[config.mk]
export PLATFORM = sky130hd
export DESIGN_NAME = tgvrt_front
export DESIGN_NICKNAME = d
export VERILOG_FILES = /design/src/rtl/tgvrt_pkg.sv /design/src/rtl/tgvrt_front.sv
export SDC_FILE = /design/constraint.sdc
export NUM_CORES = 1
export LEC_CHECK = 0
export ABC_AREA = 1
export BUFFER_PORTS_ARGS = -buffer_cell sky130_fd_sc_hd__buf_2
export CAP_MARGIN = 20
export CORE_ASPECT_RATIO = 1.75
export CORE_MARGIN = 3
export CORE_UTILIZATION = 45
export DETAILED_ROUTE_END_ITERATION = 10
export PLACE_DENSITY_LB_ADDON = 0.25
export SLEW_MARGIN = 20
export SYNTH_ARGS = -nofsm -noshare
export SYNTH_HDL_FRONTEND = slang
export SYNTH_SLANG_ARGS = --single-unit
[constraint.sdc]
create_clock -name clk -period 2.92 [get_ports clk]
set_input_delay 0.584 -clock clk [delete_from_list [all_inputs] [get_ports clk]]
set_output_delay 0.584 -clock clk [all_outputs]
set_load 0.1 [all_outputs]
[src/rtl/tgvrt_pkg.sv]
package tgvrt_pkg;

  localparam logic [2:0] FN_ADDR_WR  = 3'd0;
  localparam logic [2:0] FN_ADDR_RD  = 3'd1;
  localparam logic [2:0] FN_DATA_WR  = 3'd2;
  localparam logic [2:0] FN_DATA_RD  = 3'd3;
  localparam logic [2:0] FN_KEY_STAT = 3'd4;
  localparam logic [2:0] FN_KEY_DATA = 3'd5;
  localparam logic [2:0] FN_INJECT   = 3'd6;
  localparam logic [2:0] FN_QUERY    = 3'd7;

  localparam logic [15:0] CTL_KEY_ON  = 16'h8100;
  localparam logic [15:0] CTL_KEY_OFF = 16'h7e00;
  localparam logic [15:0] CTL_RELEASE = 16'h1200;
  localparam logic [15:0] CTL_OFF     = 16'h0000;
  localparam logic [7:0]  NOTE_OFS_KEY   = 8'h24;
  localparam logic [7:0]  NOTE_OFS_PITCH = 8'd24;
  localparam logic [7:0]  DEFAULT_VEL    = 8'd200;
  localparam logic [7:0]  NOTE_MAX       = 8'd127;
  localparam int          ADDR_W         = 12;

  typedef struct packed {
    logic [2:0]  func;
    logic [15:0] bus_data;
  } in_item_t;

  typedef struct packed {
    logic [15:0] read_data;
    logic [6:0]  active_voices;
    logic [7:0]  voice_note;
    logic [7:0]  voice_velocity;
    logic        voice_sounding;
    logic        voice_releasing;
    logic        key_overflow;
  } out_item_t;

endpackage

[src/rtl/tgvrt_front.sv]
module tgvrt_front
  import tgvrt_pkg::*;
(
  input  logic     clk,
  input  logic     rst_n,
  input  logic     start,
  input  in_item_t in_item,
  input  logic     pop,
  output logic     busy,
  output logic     q_valid,
  output in_item_t q_item
);
  // two-entry queue between bus side and execution
  in_item_t  q_mem_r [2];
  logic      wp_r, rp_r;
  logic [1:0] cnt_r;
  logic      push;

  assign busy    = (cnt_r == 2'd2);
  assign push    = start && !busy;
  assign q_valid = (cnt_r != 2'd0);
  assign q_item  = q_mem_r[rp_r];

  always_ff @(posedge clk) begin
    if (push) q_mem_r[wp_r] <= in_item;
    if (!rst_n) begin
      wp_r <= 1'b0; rp_r <= 1'b0; cnt_r <= 2'd0;
    end else begin
      if (push) wp_r <= ~wp_r;
      if (pop)  rp_r <= ~rp_r;
      cnt_r <= cnt_r + {1'b0, push} - {1'b0, pop};
    end
  end
endmodule

==> impl_metrics.csv <==
group,metric,value,unit
sta,setup_viol,0,
worst_setup_path,cp.buffers_inverters,2,
worst_setup_path,critical-path-top-delay-family,"buffers and inverters",
floorplanning,initial_utilization,47.7,%
sta,fin_crit,2380,ps
yosys,synthTopCellsByArea,"edfxtp_1, mux2_4, mux2_2",
worst_setup_path,cp-end-kind,"output pin",
worst_setup_path,arrival,1800,ps
floorplanning,die_x,51.8,um
power,p_total,1.55,mW
worst_hold_path,hold_class,"in2reg",
sta,fmax,419,MHz
worst_setup_path,critPathMaxFanout,12,
worst_setup_path,path_cells,"buf_4 > mux2_2 > buf_2",
global_routing,grt_pass1_vias,943,
yosys,synth_nets,118,
run_status,status,"finished, final reports clean",
clock_tree,cts_tree,"built",
cells_and_area,layout_commonest_cell,"buf_2",
worst_setup_path,path_class,"reg2out",
worst_setup_path,crit_path_top_delay_cell,"dfxtp_1",
sta,finalSetupTns,0,ps
yosys,synth_seq_cells,43,
yosys,netlist_area,0.00166,mm^2
yosys,synthCells,93,
floorplanning,die_y,86.2,um
power,p_leak,0.827,nW
clock_tree,cts_buffer_depth,2,
sta,fin_crit_sh,81.7,%
clock_tree,clkLatencyLatePin,280,ps
sta,tightest_slew,783,ps
job,cap_violations,0,
power,peakVddDrop,0.000448,V
yosys,avgSynthCellArea,17.8,um^2
floorplanning,dieArea,0.00447,mm^2
clock_tree,cts_root_buffer,"clkbuf_8",
global_routing,use_met3,4.48,%
sta,rsz0062_at_grt,"false",
placement,gp_congestion,0.625,
detailed_routing,wl,2520,um
placement,port_buffers,43,
placement,hpwl,1850,um
cells_and_area,layout-drive-gt1-share,48.6,%
floorplanning,row_count,28,
detailed_routing,drc,0,
global_routing,busiest_layer,"met2",
placement,preCtsSetupSlack,818,ps
sta,worst_slew_margin_rel,47.8,%
clock_tree,ctsHoldBuffers,0,
cells_and_area,antenna_cells,0,
sta,hold_viol_final,0,
detailed_routing,first_pass_iters,3,
worst_setup_path,start_kind,"flop",
yosys,yosysUniqueCellTypes,12,
floorplanning,num_io_pins,44,
yosys,yosys_warnings,0,
yosys,synth_top_area_share,68.9,%
detailed_routing,drtAntennaViolNets,0,
detailed_routing,drt_first_iter_violations,13,
cells_and_area,fillerInstances,285,
cells_and_area,layout_common_cells,"buf_2, edfxtp_1, mux2_4, nand2_1, mux2_2",
detailed_routing,num_vias,893,
global_routing,antenna_found_initial,0,
detailed_routing,drt-wirelength-per-cell,13.3,um
floorplanning,core,0.00347,mm^2
sta,finalMaxSlewViolations,0,
detailed_routing,vias_per_cell,4.72,
worst_setup_path,timing.reg2reg.setup_slack,1360,ps
sta,setup_slack,535,ps
clock_tree,post_cts_buffers,0,
global_routing,grt_usage,13.2,%
yosys,yosys.area.top_type,"edfxtp_1",
sta,final.setup_skew,8.65,ps
clock_tree,cts_resized,0,
clock_tree,clkSlewWorstSetupHoldPaths,80,ps
global_routing,use_met2,24.2,%
global_routing,gr-total-overflow,0,
global_routing,grt_pass1_wl,4260,um
clock_tree,clkSinkCount,43,
worst_setup_path,slowest_delay,570,ps
cells_and_area,layout.nets,168,
worst_setup_path,required,2340,ps
yosys,ys_seq_area_share,75.0,%
global_routing,grt_use_met1,12.7,%
global_routing,grt_max_degree,20,
clock_tree,numCtsBuffers,5,
power,powerDensity,777,mW/mm^2
cells_and_area,syn2layout_area_growth,20.4,%
clock_tree,htree_levels,2,
## stage by stage
stage | utilization, % | instances | hold WS [ps] | cell area (um^2)
after floorplan | - | 93 | 463 | 1660
after detailed placement | 55.2 | 181 | 496 | 1910
after global placement | 55.2 | 181 | 480 | 1910
final | 57.5 | 189 | 487 | 1990
after global routing | 57.5 | 189 | 473 | 1990
after CTS | 57.5 | 189 | 475 | 1990
## report_power, final
| group | total [mW] | internal [mW] | switching [mW] |
|---|---|---|---|
| logic | 0.459 | 0.0928 | 0.367 |
| clock network | 0.337 | 0.170 | 0.167 |
| registers | 0.752 | 0.732 | 0.0194 |
| total | 1.55 | 0.994 | 0.553 |
## cell usage after synthesis
library cell and number:
mux2_2 9, nand2_1 10, dfxtp_1 5, buf_6 1, inv_1 7, edfxtp_1 38
buf_12 1, a21oi_1 2, ha_1 2, nor2_1 6, nand3_1 2, mux2_4 10
## layout make-up
| type | instances | area (um^2) | area share, % |
|---|---|---|---|
| multi-input cells | 41 | 359 | 18.0 |
| inverters | 7 | 26.3 | 1.32 |
| clock buffers | 8 | 80.1 | 4.02 |
| flip-flops and latches | 43 | 1240 | 62.3 |
| well taps | 45 | 56.3 | 2.82 |
| repair buffers | 45 | 230 | 11.6 |
## layer usage
metal	up-vias	wire length, um	part of all wire [%]
met5	-	0	0
met4	0	46	1.8
met3	6	170	6.7
met2	31	1420	56
met1	423	882	35
li1	433	-	-
## cell families (layout without fill, tap and decap cells)
family / count (synthesis) / count (layout) / share of synthesized area (%)
flops: 43 / 43 / 75.0
mux: 19 / 19 / 15.2
simple gates: 18 / 18 / 4.23
buf+inv: 9 / 60 / 3.48
fa+ha+maj: 2 / 2 / 1.51
compound gates: 2 / 2 / 0.605
## worst paths after layout
| kind | startpoint | to | cells past startpoint |
|---|---|---|---|
| max | flop | q_item[5] | 3 |
| min | in_item[12] | q_mem_r[0][12]$_DFFE_PP_ | 1 |
| max reg2reg | cnt_r[0]$_SDFF_PN0_ | q_mem_r[1][5]$_DFFE_PP_ | 4 |
| min reg2reg | rp_r$_SDFFE_PN0P_ | rp_r$_SDFFE_PN0P_ | 2 |
## sequential cells by signal (all words and copies together), names as in the netlist, named ones only
signal	count
q_mem_r	38
cnt_r	2
rp_r	1
wp_r	1
No activity file was read; power rests on OpenSTA's default activity.
